$ cat src/rtl/ellipsoid_grid_cell_area_defines.svh
// assertion macros for the ellipsoid grid cell area block
// expects i_clk and i_rst_n in the scope of the module that uses them
`ifndef ELLIPSOID_GRID_CELL_AREA_DEFINES_SVH
`define ELLIPSOID_GRID_CELL_AREA_DEFINES_SVH

// same-cycle implication, held off during reset
`define EGCA_ASSERT_IMPLY(lbl, ante, cons, msg) \
    lbl: assert property (@(posedge i_clk) disable iff (!i_rst_n) (ante) |-> (cons)) \
        else $error(msg);

// next-cycle implication, held off during reset
`define EGCA_ASSERT_NEXT(lbl, ante, cons, msg) \
    lbl: assert property (@(posedge i_clk) disable iff (!i_rst_n) (ante) |=> (cons)) \
        else $error(msg);

`endif

$ cat src/rtl/egca_pkg.sv
// shared constants for the ellipsoid grid cell area block
// no dependencies
`default_nettype none

package egca_pkg;

    // q30 fixed point one
    localparam logic [63:0] Q30_ONE = 64'd1 << 30;
    // pi in q30
    localparam logic [63:0] PI_Q30 = 64'd3373259426;
    // first eccentricity squared of wgs84 in q30
    localparam logic [63:0] E2_Q30 = 64'd7188036;
    // (pi/180)^2 * b^2 / 1e6 in q16, km^2 per square degree at the equator scale
    localparam logic [63:0] K_Q16 = 64'd806687348;
    // number of taylor terms in the cosine
    localparam int unsigned TAYLOR_TERMS = 8;

    // register map
    localparam logic REG_CELL_SIZE = 1'b0;
    localparam logic [15:0] CELL_SIZE_RESET = 16'd256;

endpackage

`default_nettype wire

$ cat src/rtl/egca_horner_cell.sv
// one horner step of the cosine series: t' = 1 - (x2 * t) / (2k(2k-1)), in q30
// depends on egca_pkg; three register stages inside
`default_nettype none

module egca_horner_cell #(
    parameter int unsigned TERM = 1
) (
    input  wire logic        i_clk,
    input  wire logic        i_rst_n,
    input  wire logic        i_en,
    input  wire logic        i_valid,
    input  wire logic [31:0] i_x2,
    input  wire logic [30:0] i_t,
    output logic             o_valid,
    output logic [31:0]      o_x2,
    output logic [30:0]      o_t
);

    localparam longint unsigned DIVISOR = longint'(2 * TERM * (2 * TERM - 1));
    localparam longint unsigned RECIP   = (64'd1 << 32) / DIVISOR;

    logic [63:0] n_prod_a;
    logic [63:0] n_prod_b;
    logic [39:0] n_qd;
    logic [39:0] n_rr;
    logic [32:0] n_q;
    logic [30:0] n_t;

    logic [2:0]  r_valid;
    logic [31:0] r_a_x2;
    logic [31:0] r_a_v;
    logic [31:0] r_b_x2;
    logic [31:0] r_b_v;
    logic [31:0] r_b_qe;
    logic [31:0] r_c_x2;
    logic [30:0] r_c_t;

    // product, quotient estimate by reciprocal, then one-step correction
    always_comb begin
        n_prod_a = 64'(i_x2) * 64'(i_t);
        n_prod_b = 64'(r_a_v) * 64'(RECIP);
        n_qd     = 40'(r_b_qe) * 40'(DIVISOR);
        n_rr     = 40'(r_b_v) - n_qd;
        n_q      = 33'(r_b_qe) + 33'(n_rr >= 40'(DIVISOR));
        n_t      = (64'(n_q) >= egca_pkg::Q30_ONE) ? 31'd0
                                                   : 31'(egca_pkg::Q30_ONE - 64'(n_q));
    end

    // stage valids
    always_ff @(posedge i_clk) begin
        if (!i_rst_n) begin
            r_valid <= '0;
        end else if (i_en) begin
            r_valid <= {r_valid[1:0], i_valid};
        end
    end

    // stage payloads
    always_ff @(posedge i_clk) begin
        if (i_en) begin
            r_a_x2 <= i_x2;
            r_a_v  <= n_prod_a[61:30];
            r_b_x2 <= r_a_x2;
            r_b_v  <= r_a_v;
            r_b_qe <= n_prod_b[63:32];
            r_c_x2 <= r_b_x2;
            r_c_t  <= n_t;
        end
    end

    assign o_valid = r_valid[2];
    assign o_x2    = r_c_x2;
    assign o_t     = r_c_t;

endmodule

`default_nettype wire
$ cat config.mk
export PLATFORM = sky130hd
export DESIGN_NAME = egca_horner_cell
export DESIGN_NICKNAME = d
export VERILOG_FILES = /design/src/rtl/ellipsoid_grid_cell_area_defines.svh /design/src/rtl/egca_pkg.sv /design/src/rtl/egca_horner_cell.sv
export SDC_FILE = /design/constraint.sdc
export NUM_CORES = 2
export LEC_CHECK = 0
export BUFFER_PORTS_ARGS = -buffer_cell sky130_fd_sc_hd__buf_2
export CAP_MARGIN = 20
export CELL_PAD_IN_SITES_DETAIL_PLACEMENT = 0
export CELL_PAD_IN_SITES_GLOBAL_PLACEMENT = 1
export CORE_ASPECT_RATIO = 1.25
export CORE_MARGIN = 4
export CORE_UTILIZATION = 45
export CTS_BUF_LIST = sky130_fd_sc_hd__clkbuf_8
export DETAILED_ROUTE_END_ITERATION = 6
export MAX_ROUTING_LAYER = met4
export PLACE_DENSITY = 0.85
export SETUP_SLACK_MARGIN = 0.15
export SYNTH_ARGS = -nofsm -noshare
export SYNTH_HDL_FRONTEND = slang
export SYNTH_SLANG_ARGS = --single-unit
export TNS_END_PERCENT = 20
$ cat constraint.sdc
create_clock -name i_clk -period 18.45 [get_ports i_clk]
set_clock_uncertainty 0.15 [all_clocks]
set_input_delay 3.69 -clock i_clk [delete_from_list [all_inputs] [get_ports i_clk]]
set_output_delay 3.69 -clock i_clk [all_outputs]
set_load 0.02 [all_outputs]
## Yosys cells after proc, flatten, opt, wreduce, memory -nomap -nowiden

Cells that the tools add are included.

- Flip-flop bits (word level): 225
- Bits in latches: 0
- RAM bits: 0
- Memory bits (read-only): 0
- Input bits: 67
- Output and inout bits: 64
- Word-level logic and storage cells: 14
- Memories kept: 0

- Add/subtract/negate cells: 3
- $mul: 1
- Div/mod/pow operators: 0
- $lt $le $gt $ge: 2
- Equal/unequal tests: 0
- Shift operators: 0
- Mux-type cells: 0
- Bitwise gates (word level): 0
- Reductions and logical operators: 0

Operators with widths:

| kind | number |
|---|---|
| 32-bit by 31-bit multiplier with 62-bit output | 1 |
| 40-bit by 2-bit >= comparator with 1-bit output (second input constant) | 1 |
| 32-bit by 32-bit subtractor with 33-bit output | 1 |
| 31-bit by 1-bit adder with 32-bit output | 1 |
| 32-bit by 31-bit >= comparator with 1-bit output (second input constant) | 1 |
| 31-bit subtractor (first input constant) | 1 |

## Logic depth before layout (Yosys ltp)

- Depth after elaboration: 4
- Gate-level depth with buffers: 27

## Worst setup path before layout

Ideal clock, no wire load.

- Path kind: in2reg
- Start point: input i_t[22]
- End point: register r_a_v[20], data pin
- Arrival time: 10.438 ns
- Required time: 18.040 ns
- Path slack: 7.602 ns
- Cell stages on the path: 25
- Path buffers: 1
- Cell sequence: clkbuf_1 > nand2_1 > fa_1 > inv_1 > fa_1 > inv_1 > fa_1 > inv_1 > fa_1 > fa_1 > fa_1 > fa_1 > inv_1 > fa_1 > inv_1 > ha_1 > nand4_1 > nor4_1 > o211ai_1 > a311o_1 > a21oi_1 > a31oi_1 > o21bai_1 > a21boi_0 > xnor2_1

- Cells in the longest elaborated chain, start to end: 1

RTL lines:

| item | RTL line | text |
|---|---|---|
| from (decl) | egca_horner_cell.sv:13 | `input wire logic [30:0] i_t,` |
| 32-bit by 31-bit multiplier with 62-bit output | egca_horner_cell.sv:40 | `n_prod_a = 64'(i_x2) * 64'(i_t);` |
| named net n_prod_a[50] | egca_horner_cell.sv:22 | `logic [63:0] n_prod_a;` |
| to (signal assigned) | egca_horner_cell.sv:62 | `r_a_v <= n_prod_a[61:30];` |
| to (decl) | egca_horner_cell.sv:31 | `logic [31:0] r_a_v;` |

The timed path passes the listed nets, and every way through them passes these cells.
A chain may end at the register's enable or synchronous reset.

## Worst setup path in the final report

- Start point: input i_x2[16]
- End point: register r_a_v[22], data pin

- Cells in the longest elaborated chain, start to end: 1

RTL lines:

| item | RTL line | text |
|---|---|---|
| from (decl) | egca_horner_cell.sv:12 | `input wire logic [31:0] i_x2,` |
| 32-bit by 31-bit multiplier with 62-bit output | egca_horner_cell.sv:40 |  |
| named net n_prod_a[52] | egca_horner_cell.sv:22 |  |

The timed path passes the listed nets, and every way through them passes these cells.

==> metrics.md <==
| Metric | Value |
|---|---|
| Routed Antenna Nets | 0 |
| Unique masters post-synth | 54 |
| Hold WC Path Type | reg -> reg |
| Crit path DAT | 12.41 ns |
| Vias per cell | 5.29 |
| Register area | 5740 µm² |
| Fmax | 0.0810 GHz |
| Initial Util | 0.456 |
| Slew margin rel. | 0.261 |
| Fin crit share | 0.669 |
| Crit-path leading delay family | adder cells |
| Syn nets | 4877 |
| Main synth FF type | edfxtp_1 |
| WHS | 0.274 ns |
| CTS Sinks | 192 |
| Avg WL per Cell | 20.2 µm |
| Std cell rows | 117 |
| Fin. max-slew vios | 0 |
| TritonCTS clock tree | done |
| CP Cell Sequence | buf_2 -> and2_1 -> fa_1 -> fa_1 -> fa_1 -> inv_1 -> fa_1 -> inv_1 -> fa_1 -> fa_1 -> fa_1 -> fa_1 -> ha_1 -> nand2_1 -> o31ai_1 -> nand4_1 -> a2111oi_0 -> o21ai_0 -> o311a_1 -> nor2b_1 -> a41oi_1 -> o21ba_2 -> xnor2_1 |
| Sequential element share of the synthesized area | 0.153 |
| Ratio of cells with drive above 1 in the final layout | 0.0519 |
| #FFs+latches synth | 192 |
| Total gr overflow | 0 |
| Pin count of the biggest net entering global routing | 130 |
| Die X | 266 µm |
| Die area | 87800 µm² |
| Post-CTS Hold Buffers | 0 |
| CP Class | in -> reg |
| GRT Resource Usage Total | 0.234 |
| # DRC | 0 |
| Layout Nets | 4847 |
| Syn Std Cell Area | 37400 µm² |
| Post-Syn Area per Cell | 10.1 µm² |
| Reg2reg path depth | 10 |
| Clock Latency Late Sink | 0.47 ns |
| Vias in the first global route | 28200 |
| H-Tree Depth | 4 |
| Worst path bufs/invs | 3 |
| Data required, critical path | 18.52 ns |
| Hold Vio Cnt, Final | 0 |
| Layout area overhead | 4.79% |
| Endpoint, Worst Hold | r_b_x2[19]$_DFFE_PP_ |
| GPL Wtd Cong | 0.887 |
| Outcome | completed |
| Worst Max-Slew Pin Slew | 1.08 ns |
| Reg2reg start | r_b_v[1]$_DFFE_PP_ |
| Post-synth ARST share | 0 |
| Die height | 330 µm |
| RSZ-0062 raised after global routing | false |
| Number of buffers added on ports | 130 |
| Clock transition at the registers of the reported paths | 0.10 ns |
| Fin crit period | 12.34 ns |
| Post-DP HPWL | 72400 µm |
| Vias | 25200 |
| Post-synth EDFFs | 189 |
| Critical Path Source Type | primary input |
| Core area | 82000 µm² |
| R2R setup slack | 14.68 ns |
| Slowest cell delay on critical path | 0.87 ns |
| Total CTS buffers | 17 |
| Most frequent CP cell | fa_1 |
| Area contributors post-synth | fa_1 (46%), edfxtp_1 (15%), and2_1 (9.2%) |
| Iteration-0 DRC Markers | 1464 |
| Slowest-stage cell, CP | a2111oi_0 |
| Largest area contributor in the netlist | fa_1 |
| Routed WL | 95800 µm |
| MaxCap Viol Count | 0 |
| Final TNS setup | 0 ns |
| Synthesized instance count | 3698 |
| Yosys warning total | 0 |
| # IOs | 131 |
| Worst reg2reg path endpoint | o_t[29]$_SDFFCE_PP0P_ |
| Hold_sp | r_a_x2[19]$_DFFE_PP_ |
| Layout fillers | 7678 |
| CP endpoint kind | register |
| First-pass GRT wire length | 155000 µm |
| Crit path max fanout | 32 |
| Drt pass-1 iters | 5 |
| Area of the multi-input gates | 27900 µm² |
| Setup violators final | 0 |
| Root buffer cell | clkbuf_8 |
| Antenna violations before repair | 5 |
| Synth top area share | 0.462 |
| Hold Path Stages | 0 |
| Post-CTS Setup Inserts | 0 |
| Max clock buf depth | 2 |
| PostCTS Resize Cnt | 0 |
[cell usage after synthesis, types with 3 or more instances]
cell type  instances
fa_1             864
inv_1            816
and2_1           550
nand2_1          473
ha_1             248
clkbuf_1         197
edfxtp_1         189
nor2_1            69
a21oi_1           52
xnor2_1           35
o21ai_0           27
xor2_1            25
a21o_1            17
nand4_1           14
a31oi_1           11
nand3_1           11
nor3_1            10
nand2b_1           8
nor2b_1            7
and3_1             6
nor4_1             6
o21bai_1           5
a211oi_1           4
or4_1              4
a221oi_1           3
dfxtp_1            3
mux2i_1            3
nor3_2             3
o211ai_1           3
or3_1              3
[state kept, by name (all words and copies together) (netlist names)]
register  cells
o_t          31
o_x2         32
r_a_v        31
r_a_x2       32
r_b_v        31
r_b_x2       32
r_valid       3
[per-layer routing]
metal  vias to the layer above  routed length (µm)  global-route usage
met5                         -                   0                   -
met4                         0                5430               0.105
met3                       300                4690              0.0217
met2                       834               51500               0.421
met1                     13200               34200               0.265
li1                      10800                   -                   -
[metrics by stage]
stage	utilization	std cells	area, µm²	worst slack (ns)
3_3_place_gp	0.473	4720	38800	5.74
3_5_place_dp	0.473	4720	38800	5.63
4_1_cts	0.478	4752	39200	6.12
5_1_grt	0.478	4753	39200	5.80
6_report	0.478	4753	39200	6.11
2_1_floorplan	-	3698	37400	7.60
[worst max path at each step]
stage / startpoint / endpoint / depth (start not counted)
final: i_x2[16] / r_a_v[22]$_DFFE_PP_ / 23
after CTS: i_x2[16] / r_a_v[22]$_DFFE_PP_ / 23
after floorplan: i_t[22] / r_a_v[20]$_DFFE_PP_ / 25
after global routing: i_x2[12] / r_a_v[22]$_DFFE_PP_ / 25
after global placement: i_x2[14] / r_a_v[22]$_DFFE_PP_ / 23
after detailed placement: i_x2[12] / r_a_v[22]$_DFFE_PP_ / 25
[cell families (layout without fill, tap and decap cells)]
family | after synthesis | after routing | synth area share
xor+xnor | 60 | 60 | 0.0140
compound gates | 138 | 138 | 0.0225
flops | 192 | 192 | 0.153
buf+inv | 1014 | 997 | 0.102
mux | 3 | 3 | 0.000803
simple gates | 1179 | 1179 | 0.162
other cells | 0 | 1 | 0
fa+ha+maj | 1112 | 1112 | 0.545
[placed cells by master (no fill, tap or decap), types with 14 or more instances in the layout]
| cell | instances |
|---|---|
| xnor2_1 | 35 |
| nor2_1 | 69 |
| buf_2 | 129 |
| and2_1 | 550 |
| ha_1 | 248 |
| xor2_1 | 25 |
| a21o_1 | 17 |
| nand2_1 | 473 |
| nand4_1 | 14 |
| edfxtp_1 | 189 |
| fa_1 | 864 |
| inv_1 | 817 |
| buf_4 | 19 |
| o21ai_0 | 27 |
| a21oi_1 | 52 |
| clkbuf_8 | 18 |
[worst reg2reg max path, stage by stage (launching register included)]
cell and delay, ns:
edfxtp_1 0.42, nor3_2 0.28, nand3_1 0.28, or4_4 0.57, or3_4 0.37, or3b_4 0.42, or3_1 0.34, or2_4 0.28
nor3_2 0.19, xor2_1 0.16, nor2_1 0.06
[area by class of cell]
| type | count | share of cell area |
|---|---|---|
| sequential | 192 | 0.146 |
| tap | 1071 | 0.0342 |
| multi-input combinational | 2492 | 0.711 |
| clock inverter | 15 | 0.00399 |
| clock buffer | 17 | 0.00597 |
| inverter | 816 | 0.0781 |
| timing repair buffer | 149 | 0.0205 |
| antenna | 1 | 0.0000638 |
Power is not shown: default switching activity piles up to over one toggle a cycle in this logic, so the estimate is an artifact.
