**src/rtl/ellipsoid_grid_cell_area_defines.svh**
```systemverilog
// assertion macros for the ellipsoid grid cell area block
// expects i_clk and i_rst_n in the scope of the module that uses them
`ifndef ELLIPSOID_GRID_CELL_AREA_DEFINES_SVH
`define ELLIPSOID_GRID_CELL_AREA_DEFINES_SVH

// same-cycle implication, held off during reset
`define EGCA_ASSERT_IMPLY(lbl, ante, cons, msg) \
    lbl: assert property (@(posedge i_clk) disable iff (!i_rst_n) (ante) |-> (cons)) \
        else $error(msg);

// next-cycle implication, held off during reset
`define EGCA_ASSERT_NEXT(lbl, ante, cons, msg) \
    lbl: assert property (@(posedge i_clk) disable iff (!i_rst_n) (ante) |=> (cons)) \
        else $error(msg);

`endif

```
**src/rtl/egca_div_cell.sv**
```systemverilog
// one restoring division step: shifts in a dividend bit, yields one quotient bit
// depends on nothing but its parameters
`default_nettype none

module egca_div_cell #(
    parameter int unsigned RW = 9,
    parameter int unsigned DW = 40
) (
    input  wire logic          i_clk,
    input  wire logic          i_rst_n,
    input  wire logic          i_en,
    input  wire logic          i_valid,
    input  wire logic [RW-1:0] i_rem,
    input  wire logic [DW-1:0] i_dq,
    input  wire logic [RW-1:0] i_div,
    output logic               o_valid,
    output logic [RW-1:0]      o_rem,
    output logic [DW-1:0]      o_dq,
    output logic [RW-1:0]      o_div
);

    logic [RW-1:0] n_shift;
    logic          n_ge;
    logic [RW-1:0] n_rem;
    logic [DW-1:0] n_dq;
    logic          r_valid;
    logic [RW-1:0] r_rem;
    logic [DW-1:0] r_dq;
    logic [RW-1:0] r_div;

    // trial subtract of the shifted remainder
    always_comb begin
        n_shift = {i_rem[RW-2:0], i_dq[DW-1]};
        n_ge    = (n_shift >= i_div);
        n_rem   = n_ge ? (n_shift - i_div) : n_shift;
        n_dq    = {i_dq[DW-2:0], n_ge};
    end

    // stage valid
    always_ff @(posedge i_clk) begin
        if (!i_rst_n) begin
            r_valid <= 1'b0;
        end else if (i_en) begin
            r_valid <= i_valid;
        end
    end

    // stage payload
    always_ff @(posedge i_clk) begin
        if (i_en) begin
            r_rem <= n_rem;
            r_dq  <= n_dq;
            r_div <= i_div;
        end
    end

    assign o_valid = r_valid;
    assign o_rem   = r_rem;
    assign o_dq    = r_dq;
    assign o_div   = r_div;

endmodule

`default_nettype wire

```
**config.mk**
```make
export PLATFORM = sky130hd
export DESIGN_NAME = egca_div_cell
export DESIGN_NICKNAME = d
export VERILOG_FILES = /design/src/rtl/ellipsoid_grid_cell_area_defines.svh /design/src/rtl/egca_div_cell.sv
export SDC_FILE = /design/constraint.sdc
export NUM_CORES = 1
export LEC_CHECK = 0
export BUFFER_PORTS_ARGS = -buffer_cell sky130_fd_sc_hd__buf_4
export CAP_MARGIN = 5
export CORE_MARGIN = 1
export CORE_UTILIZATION = 45
export CTS_BUF_LIST = sky130_fd_sc_hd__clkbuf_4
export DETAILED_ROUTE_END_ITERATION = 6
export GPL_ROUTABILITY_DRIVEN = 0
export PLACE_DENSITY_LB_ADDON = 0.2
export SLEW_MARGIN = 20
export SYNTH_ARGS = -nofsm -noshare
export SYNTH_HDL_FRONTEND = slang
export SYNTH_SLANG_ARGS = --single-unit
```
**constraint.sdc**
```tcl
create_clock -name i_clk -period 3.1 [get_ports i_clk]
set_input_delay 0.93 -clock i_clk [delete_from_list [all_inputs] [get_ports i_clk]]
set_output_delay 0.93 -clock i_clk [all_outputs]
set_load 0.01 [all_outputs]
```
# == After elaboration in Yosys (flattened, before gate mapping) ==
# Cells that the tools add are included.
# word_totals
wordCells,7
register_bits,59
out_inout_bits,59
# op_classes
mux,1
n_addsub,1
order_cmp,1
# ops
cell,n
$ge 9x9->1,1
$mux 9,1
$sub 9x9->9,1

# == Logic depth before layout (Yosys ltp) ==
# Gate-level depths: netlist (run 1).
# depth
word_depth,2
ltp_mapped,8
depth_no_buf,8

# == Worst setup path before layout (run 1) ==
# OpenSTA, ideal clock, no wires.
# synth_path
path_type,in2reg
start,in i_div[6]
end,"reg r_rem[2], in the netlist o_rem[2], data pin"
n_path_buf,0
arrival_ns,2.468
slack_ns,0.372
setup_time_ns,0.260
required_time_ns,2.840
cell_stages,7
path_cell_list,inv_1 ha_1 a211o_1 nor3_1 o21ai_1 a22oi_4 mux2_2
# synth_via
elab_chain_len,2
# synth_rtl
item,line_no,source
"start, declared",egca_div_cell.sv:15,"input wire logic [RW-1:0] i_div,"
$ge 9x9->1,egca_div_cell.sv:34,n_ge = (n_shift >= i_div);
$mux 9,egca_div_cell.sv:35,n_rem = n_ge ? (n_shift - i_div) : n_shift;
via n_rem[2],egca_div_cell.sv:24,logic [RW-1:0] n_rem;
"end signal, assigned",egca_div_cell.sv:51,r_rem <= n_rem;
"end, declared",egca_div_cell.sv:27,logic [RW-1:0] r_rem;
# The timed path passes the listed nets, and every way through them passes these cells.
# A chain may end at the register's enable or synchronous reset.

# == Worst setup path after layout (run 1) ==
# layout_path
start,in i_rem[5]
end,"reg r_rem[3], in the netlist o_rem[3], data pin"
# layout_via
elab_chain_len,2
# layout_rtl
item,line_no,source
"start, declared",egca_div_cell.sv:13,"input wire logic [RW-1:0] i_rem,"
$ge 9x9->1,egca_div_cell.sv:34,
$mux 9,egca_div_cell.sv:35,
via n_rem[3],egca_div_cell.sv:24,
# The timed path passes the listed nets, and every way through them passes these cells.

==> metrics, run 1 <==
Gate power share=19.4%; Slew HR=around half; Switching Share=25.18%; fin area=roughly 0.0034 mm²; NetSw=between 0.0004 and 0.0005 W; CTS tree=yes; clk buf depth=2; die height=~74 µm; Post-Route WL=4869 µm; maximum vdd drop=about 0.26 mV; Hold Buf Count CTS=0; Mapped Area=0.002333 mm²; Setup-failing EPs final=0; clock slew at reported path FFs=0.10 ns; maximum clock rate=0.3922 GHz; Worst Skew=0 ns; ANT nets after route=0; DR pass1 iterations=4; synth unique cells=33; peak fanout along the critical path=7; Leakage=1.493 nW; clock network power share=24.3%; die width=74.01 µm; dominant cell type by area after synthesis=edfxtp_1; ranking of synthesized cells by area=edfxtp_1, ha_1, mux2_2, inv_1, mux2i_1; vias per std cell=4.770; TritonCTS buffer count=9; Tcrit/Tclk final=82.25%; core area=0.004848 mm²; area of all sequential standard cells=about 0.0018 mm²; Hold Crit Class=reg2reg; CP endpoint kind=register; Pins Over Slew Limit=0; Post-Syn Instances=132; FF+latch count, synth=59; Final Critical Period=2.550 ns; worst-path cell chain=buf_4 -> ha_1 -> a211o_1 -> nor3_1 -> o21ai_1 -> a22oi_4 -> mux2_2; clock root buffer master=clkbuf_4; yosys warns=0; EDFF count, synth=58; Die Area=0.005477 mm²; first-pass GRT wire length=6906 µm; DR WL/cell=around 15 µm; grt ovf=0; Core Rows=25; Worst-Skew Late Latency=0.38 ns; Area Overhead vs Synth=46.60%; reg2reg path depth=2; most frequent cell after synthesis=edfxtp_1; Syn Area/Cell=17.68 µm²; largest net degree at the start of global routing=60; DR vias=1,598; footprint of the multi-input gates=530.5 µm²; GRT Total Usage=17.85%; Setup CP Type=in2reg; CTS resizes=0; RSZ-0062 raised after global routing=false; TritonCTS Sinks=59; power per cell area=506.7 mW/mm²; Total Power=0.001733 W; Max Cap Viol=0; ant diodes=0; share of cells above drive strength 1=54.10%; worst slew pin tran=0.7347 ns; Post-CTS Setup Inserts=0; Post-Place Cell Area=~0.0033 mm²; WP data arrival=between 2 and 3 ns; Initial Util=48.13%; H-tree depth=3; worst hold path depth=2; synth cell count leaders=edfxtp_1, inv_1, ha_1; vias in the first global route=1,496; register share of total power=56.3%; Post-synth ARST share=0%; Fillers=about 350; final hold viol count=0; sequential fraction of the synthesis area=75.50%; Max stage delay cell, worst path=mux2_2; slowest stage delay, CP=0.38 ns; hpwl dp=3633 µm; Worst Path Required=around 3.2 ns; Post-synth top flop=edfxtp_1; IO Pins=121; startpoint type of the worst setup path=input pin; final setup TNS=0 ns; nets=between 300 and 400; run status=finished clean; PortBufs=~120; # DRC=0; syn_nets=204; initial antenna violation count=0; share of the synthesized area in the top cell type=approximately three quarters; drt first-iter violations=102; cell-internal power=around 0.0013 W
==> stage by stage <==
step	setup WS [ns]	utilization, %	hold WS, ns	instances
3_3_place_gp	0.1583	68.44	0.5006	319
4_1_cts	0.5542	70.55	0.5317	335
6_report	0.5501	70.55	0.5271	335
5_1_grt	0.4672	70.55	0.5809	335
2_1_floorplan	0.3724	-	0.5383	132
3_5_place_dp	0.1600	68.44	0.5064	319
==> power by group through the flow <==
| stage | registers, W | clock network, W | logic (W) |
|---|---|---|---|
| 6_report | 0.000976 | 0.000422 | 0.000336 |
| 3_3_place_gp | 0.000991 | 0 | 0.000333 |
| 3_5_place_dp | 0.000995 | 0 | 0.000338 |
| 2_1_floorplan | 0.00103 | 0 | 0.000101 |
| 5_1_grt | 0.000983 | 0.000463 | 0.000361 |
| 4_1_cts | 0.000977 | 0.000428 | 0.000340 |
==> routing by layer <==
layer | wire length, µm | vias up | global-route usage (%) | part of all wire (%)
met1 | 1953 | 733 | 19.78 | 40
met4 | 106 | 0 | 10.90 | 2.2
met3 | 421 | 10 | 4.472 | 8.6
met5 | 0 | - | 0 | 0
li1 | - | 772 | - | -
met2 | 2386 | 83 | 30.91 | 49
==> state kept, by name (all words and copies together) (netlist names) <==
register,flops
o_div,9
o_dq,40
o_rem,9
o_valid,1
==> kinds of logic after synthesis <==
family / after synthesis / synth area share, %
flops: 59 / 75.50
compound gates: 24 / 7.614
simple gates: 15 / 3.753
buf+inv: 11 / 1.769
fa+ha+maj: 10 / 5.684
mux: 9 / 4.182
xor+xnor: 4 / 1.502
==> layout by cell type (no fill, tap or decap), drive strengths merged <==
master / n
buf: 120
edfxtp: 58
inv: 11
ha: 9
clkbuf: 9
mux2: 6
o21ai: 6
clkinv: 5
a21oi: 4
or2: 3
nor2b: 3
nor2: 3
mux2i: 3
o21a: 2
o22ai: 2
xor2: 2
xnor2: 2
clkinvlp: 2
o21bai: 2
nand2b: 1
a211o: 1
nor3: 1
a22oi: 1
o31a: 1
o2111ai: 1
nand3: 1
nand2: 1
nand4b: 1
a21boi: 1
o21ba: 1
a31o: 1
nor4bb: 1
a211oi: 1
fa: 1
dfxtp: 1
==> critical path, delay by kind of cell <==
family                     cells  cell delay (ns)
muxes                          1             0.38
and+or+nand+nor                1             0.13
adders and majority gates      1             0.33
buffers and inverters          1             0.11
AOI/OAI and AO/OA              3             0.79
==> worst paths after layout <==
check | startpoint | to | slack [ns]
min | o_valid | o_valid | 0.53
min reg2reg | o_valid | o_valid | 0.53
max reg2reg | o_valid | o_valid | 2.51
max | i_rem[5] | o_rem[3] | 0.55
==> area by class of cell <==
class / count / share of cell area [%]
clock buffer: 9 / 1.975
clock inverter: 7 / 1.024
inverter: 11 / 1.207
multi-input combinational: 62 / 15.51
sequential: 59 / 51.50
tap: 67 / 2.451
timing repair buffer: 120 / 26.34
(Power assumes the default switching activity.)
==> run 2, diff against run 1 <==
Clock period 3.1 ns to 2.4 ns, I/O delays scaled along.
==> metrics, run 2 (synthesized netlist as in run 1, its figures left out) <==
run status=finished clean; # DRC=0 (unchanged); Tcrit/Tclk final=93.67%; Post-CTS Setup Inserts=0 (unchanged); Post-Route WL=5005 µm (+2.8%); worst slew pin tran=0.3742 ns (-0.3605 ns); Max stage delay cell, worst path=fa_1; Cell Count, Final, Fillers Out=354 (+5.7%); drt first-iter violations=67 (-34%); worst-path cell chain=buf_4 -> inv_1 -> ha_1 -> fa_1 -> nor2b_1 -> o31a_1 -> o22ai_1 -> xnor2_1 -> mux2_4; TritonCTS Sinks=59 (unchanged); Hold Crit Class=in2reg; R2R setup slack=1.78 ns (-0.73 ns); Worst Skew=0 ns (unchanged); peak fanout along the critical path=3 (-4); initial antenna violation count=0 (unchanged); IO Pins=121 (unchanged); DR pass1 iterations=4 (unchanged); CTS tree=yes; CTS resizes=0 (unchanged); Placed Instances=338 (+6.0%); die width=74.01 µm (unchanged); reg2reg end=o_valid; Largest register FFs=40 (unchanged); CP endpoint kind=register; Worst Path Required=2.53 ns (-0.70 ns); WP data arrival=2.38 ns (-0.30 ns); family with the most delay on the worst path=adder cells; TritonCTS buffer count=9 (unchanged); Hold Buf Count CTS=0 (unchanged); reg2reg path depth=2 (unchanged); most frequent cells in the layout=buf_4, edfxtp_1, inv_1, clkbuf_4, ha_1; Area Overhead vs Synth=55.98%; commonest non-fill, non-tap cell in the layout=buf_4; hpwl dp=3912 µm (+7.7%); grt ovf=0 (unchanged); Slew HR=75.05% (+24 points); maximum vdd drop=0.3345 mV (+28%); DP Worst Slack=-0.2478 ns (-0.4078 ns); Setup-failing EPs final=0 (unchanged); DR vias=1,657 (+3.7%); slowest stage delay, CP=0.42 ns (+0.04 ns); hold endpoint=o_dq[15]; Fillers=319 (-7.8%); PortBufs=119 (unchanged); clk buf depth=2 (unchanged); Pins Over Slew Limit=0 (unchanged); ant diodes=0 (unchanged); H-tree depth=3 (unchanged); power per cell area=634.2 mW/mm² (+25%); nets=354 (+5.7%); vias per std cell=4.681 (-1.9%); PnR worst setup slack=0.1518 ns (-0.3983 ns); Worst-Skew Late Latency=0.37 ns (about the same); die height=74.01 µm (unchanged); worst hold path depth=1 (-1); GRT Total Usage=18.36% (+0.51 points); maximum clock rate=0.4448 GHz; share of cells above drive strength 1=59.23% (+5.1 points); RSZ-0062 raised after global routing=false; hold path start=i_dq[14]; Leakage=1.632 nW (+9.3%); Core Rows=25 (unchanged); vias in the first global route=1,447 (-3.3%); Initial Util=48.13% (unchanged); ANT nets after route=0 (unchanged); startpoint type of the worst setup path=input pin; reg2reg start=o_valid; Setup CP Type=in2reg; largest net degree at the start of global routing=33 (-45%); Final Critical Period=2.248 ns; DR WL/cell=14.14 µm (-2.7%); first-pass GRT wire length=7141 µm (+3.4%); worst path bufs/invs=2 (+1); core area=0.004848 mm² (unchanged); Die Area=0.005477 mm² (unchanged); final hold viol count=0 (unchanged); clock slew at reported path FFs=0.10 ns (about the same); clock root buffer master=clkbuf_4; Max Cap Viol=0 (unchanged)
## run 2: cell type report
class	instances	area, µm²	area share (%)
inverter	11	43.79	1.203
timing repair buffer	139	1069	29.36
clock inverter	6	32.53	0.8938
clock buffer	10	75.07	2.063
tap	67	83.83	2.303
sequential	59	1762	48.40
multi-input combinational	62	574.3	15.78
## run 2: routing by layer
| layer | wire [µm] | part of all wire (%) | track usage (%) | vias to the layer above |
|---|---|---|---|---|
| li1 | - | - | - | 806 |
| met4 | 81 | 1.6 | 7.906 | 0 |
| met5 | 0 | 0 | 0 | - |
| met2 | 2642 | 53 | 31.52 | 69 |
| met3 | 390 | 7.8 | 6.504 | 6 |
| met1 | 1890 | 38 | 20.73 | 776 |
## run 2: worst max-delay path by stage
stage                     to     start  cells after the start
global route        o_rem[8]  i_rem[4]                      8
detailed placement  o_rem[6]  i_dq[39]                      9
floorplan           o_rem[2]  i_rem[5]                      6
global placement    o_rem[6]  i_dq[39]                      9
finish              o_rem[6]  i_dq[39]                      9
CTS                 o_rem[6]  i_dq[39]                      9
## run 2: through the flow
stage	hold WS (ns)	TNS, ns	power (W)	cell area (µm²)	utilization, %
6_report	0.5111	0	0.002308	3640	75.07
2_1_floorplan	0.5383	-0.4161	0.001482	2380	-
3_5_place_dp	0.5472	-1.588	0.001789	3532	72.85
4_1_cts	0.4822	0	0.002339	3640	75.07
5_1_grt	0.4743	0	0.002418	3640	75.07
3_3_place_gp	0.5026	-1.128	0.001773	3532	72.85
## run 2: where the power goes
group | leakage [nW] | switching [W] | internal (W)
combinational | 0.998 | 0.000209 | 0.000293
sequential | 0.576 | 0.0000234 | 0.00124
clock | 0.0573 | 0.000334 | 0.000214
==> run 3, diff against run 2 <==
Settings changed: RECOVER_POWER set to 25.
==> metrics, run 3 (synthesized netlist as in run 1, its figures left out) <==
Area Overhead vs Synth=55.98% (unchanged); met2 usage in global routing=31.52% (unchanged); maximum clock rate=0.4445 GHz (about the same); clock slew at reported path FFs=0.10 ns (about the same); Leakage=1.623 nW (-0.55%); share of cells above drive strength 1=59.23% (unchanged); core area=0.004848 mm² (unchanged); Worst-Skew Late Latency=0.37 ns (about the same); TritonCTS Sinks=59 (unchanged); PnR worst setup slack=0.1504 ns (-0.001410 ns); hpwl dp=3912 µm (unchanged); Tcrit/Tclk final=93.73% (about the same); TritonCTS buffer count=9 (unchanged); Post-Place Cell Area=0.003532 mm² (unchanged); hold slack=0.5329 ns (+0.02173 ns); NetSw=0.0005653 W (-0.15%); Hold Crit Class=in2reg; Placed Instances=338 (unchanged); Post-Route WL=4945 µm (-1.2%); final hold viol count=0 (unchanged); Gate power share=21.6% (about the same); DR vias=1,648 (-0.54%); GRT Total Usage=18.36% (unchanged); DR pass1 iterations=4 (unchanged); Setup-failing EPs final=0 (unchanged); power per cell area=632.9 mW/mm² (-0.20%); CTS resizes=0 (unchanged); Post-CTS Setup Inserts=0 (unchanged); ANT nets after route=0 (unchanged); DR WL/cell=13.97 µm (-1.2%); vias in the first global route=1,447 (unchanged); most frequent cells in the layout=buf_4, edfxtp_1, clkbuf_4; die width=74.01 µm (unchanged); Max Cap Viol=0 (unchanged); IO Pins=121 (unchanged); clk buf depth=2 (unchanged); # DRC=0 (unchanged); die height=74.01 µm (unchanged); largest net degree at the start of global routing=33 (unchanged); clock network power share=23.8% (about the same); Die Area=0.005477 mm² (unchanged); Final Critical Period=2.250 ns (+0.001410 ns); worst slew pin tran=0.3780 ns (+0.003789 ns); drt first-iter violations=66 (-1.5%); Core Rows=25 (unchanged); Setup CP Type=in2reg; register share of total power=54.6% (about the same); Cell Count, Final, Fillers Out=354 (unchanged); H-tree depth=3 (unchanged); Pins Over Slew Limit=0 (unchanged); run status=finished clean; PortBufs=119 (unchanged); Slew HR=74.80% (-0.25 points); Largest register FFs=40 (unchanged); initial antenna violation count=0 (unchanged); Initial Util=48.13% (unchanged); CTS tree=yes; ant diodes=0 (unchanged); CP endpoint kind=register; first-pass GRT wire length=7141 µm (unchanged); clock root buffer master=clkbuf_4; vias per std cell=4.655 (-0.54%); met1 usage=20.73% (unchanged); DP Worst Slack=-0.2478 ns (unchanged); Most Crowded Layer GR=met2; commonest non-fill, non-tap cell in the layout=buf_4; RSZ-0062 raised after global routing=false; cell-internal power=0.001738 W (-0.22%); grt ovf=0 (unchanged); maximum vdd drop=0.3342 mV (about the same); Hold Buf Count CTS=0 (unchanged); peak fanout along the critical path=3 (unchanged); Worst Path Required=2.53 ns (about the same); startpoint type of the worst setup path=input pin; fin area=0.003640 mm² (unchanged); nets=354 (unchanged); GRT met3 Usage=6.504% (unchanged); Switching Share=24.54% (about the same); Worst Skew=0 ns (unchanged); WP data arrival=2.38 ns (about the same)
==> run 3: cell count changes in the layout (fill, tap and decap cells not counted) <==
cell | before | now
buf_4 | 137 | 93
clkbuf_4 | 10 | 54
==> run 3: cell type report <==
cell class	instances	area (µm²)
clock buffers	10	75.07
clock inverters	6	32.53
fillers	319	1209
inverters	11	43.79
multi-input cells	62	574.3
flip-flops and latches	59	1762
well taps	67	83.83
repair buffers	139	1069
==> run 3: stage by stage <==
stage,util [%],TNS (ns),total power [W]
CTS,75.07,0,0.002339
floorplan,-,-0.4161,0.001482
detailed placement,72.85,-1.588,0.001789
global placement,72.85,-1.128,0.001773
finish,75.07,0,0.002304
global route,75.07,0,0.002414
==> run 3: layer usage <==
metal / part of all wire, % / up-vias
met1: 37 / 766
met2: 53 / 69
met3: 8.5 / 6
met4: 1.6 / 0
met5: 0 / -
li1: - / 807
==> run 3: critical path: stages <==
cell,delay (ns)
buf_4,0.07
inv_1,0.04
ha_1,0.22
fa_1,0.42
nor2b_1,0.19
o31a_1,0.20
o22ai_1,0.11
xnor2_1,0.14
mux2_4,0.27
==> run 3: power by group through the flow <==
stage	clock network, W	logic, W	registers (W)
2_1_floorplan	0	0.000149	0.00133
3_3_place_gp	0	0.000493	0.00128
3_5_place_dp	0	0.000505	0.00128
4_1_cts	0.000573	0.000506	0.00126
5_1_grt	0.000609	0.000537	0.00127
6_report	0.000547	0.000498	0.00126
==> run 3: worst paths after layout <==
kind,slack [ns],end,cells after the start,startpoint
worst max register to register,1.78,o_valid,2,o_valid
worst min-delay path,0.53,o_dq[9],1,i_dq[8]
worst min register to register,0.56,o_valid,2,o_valid
worst max-delay path,0.15,o_rem[6],9,i_dq[39]
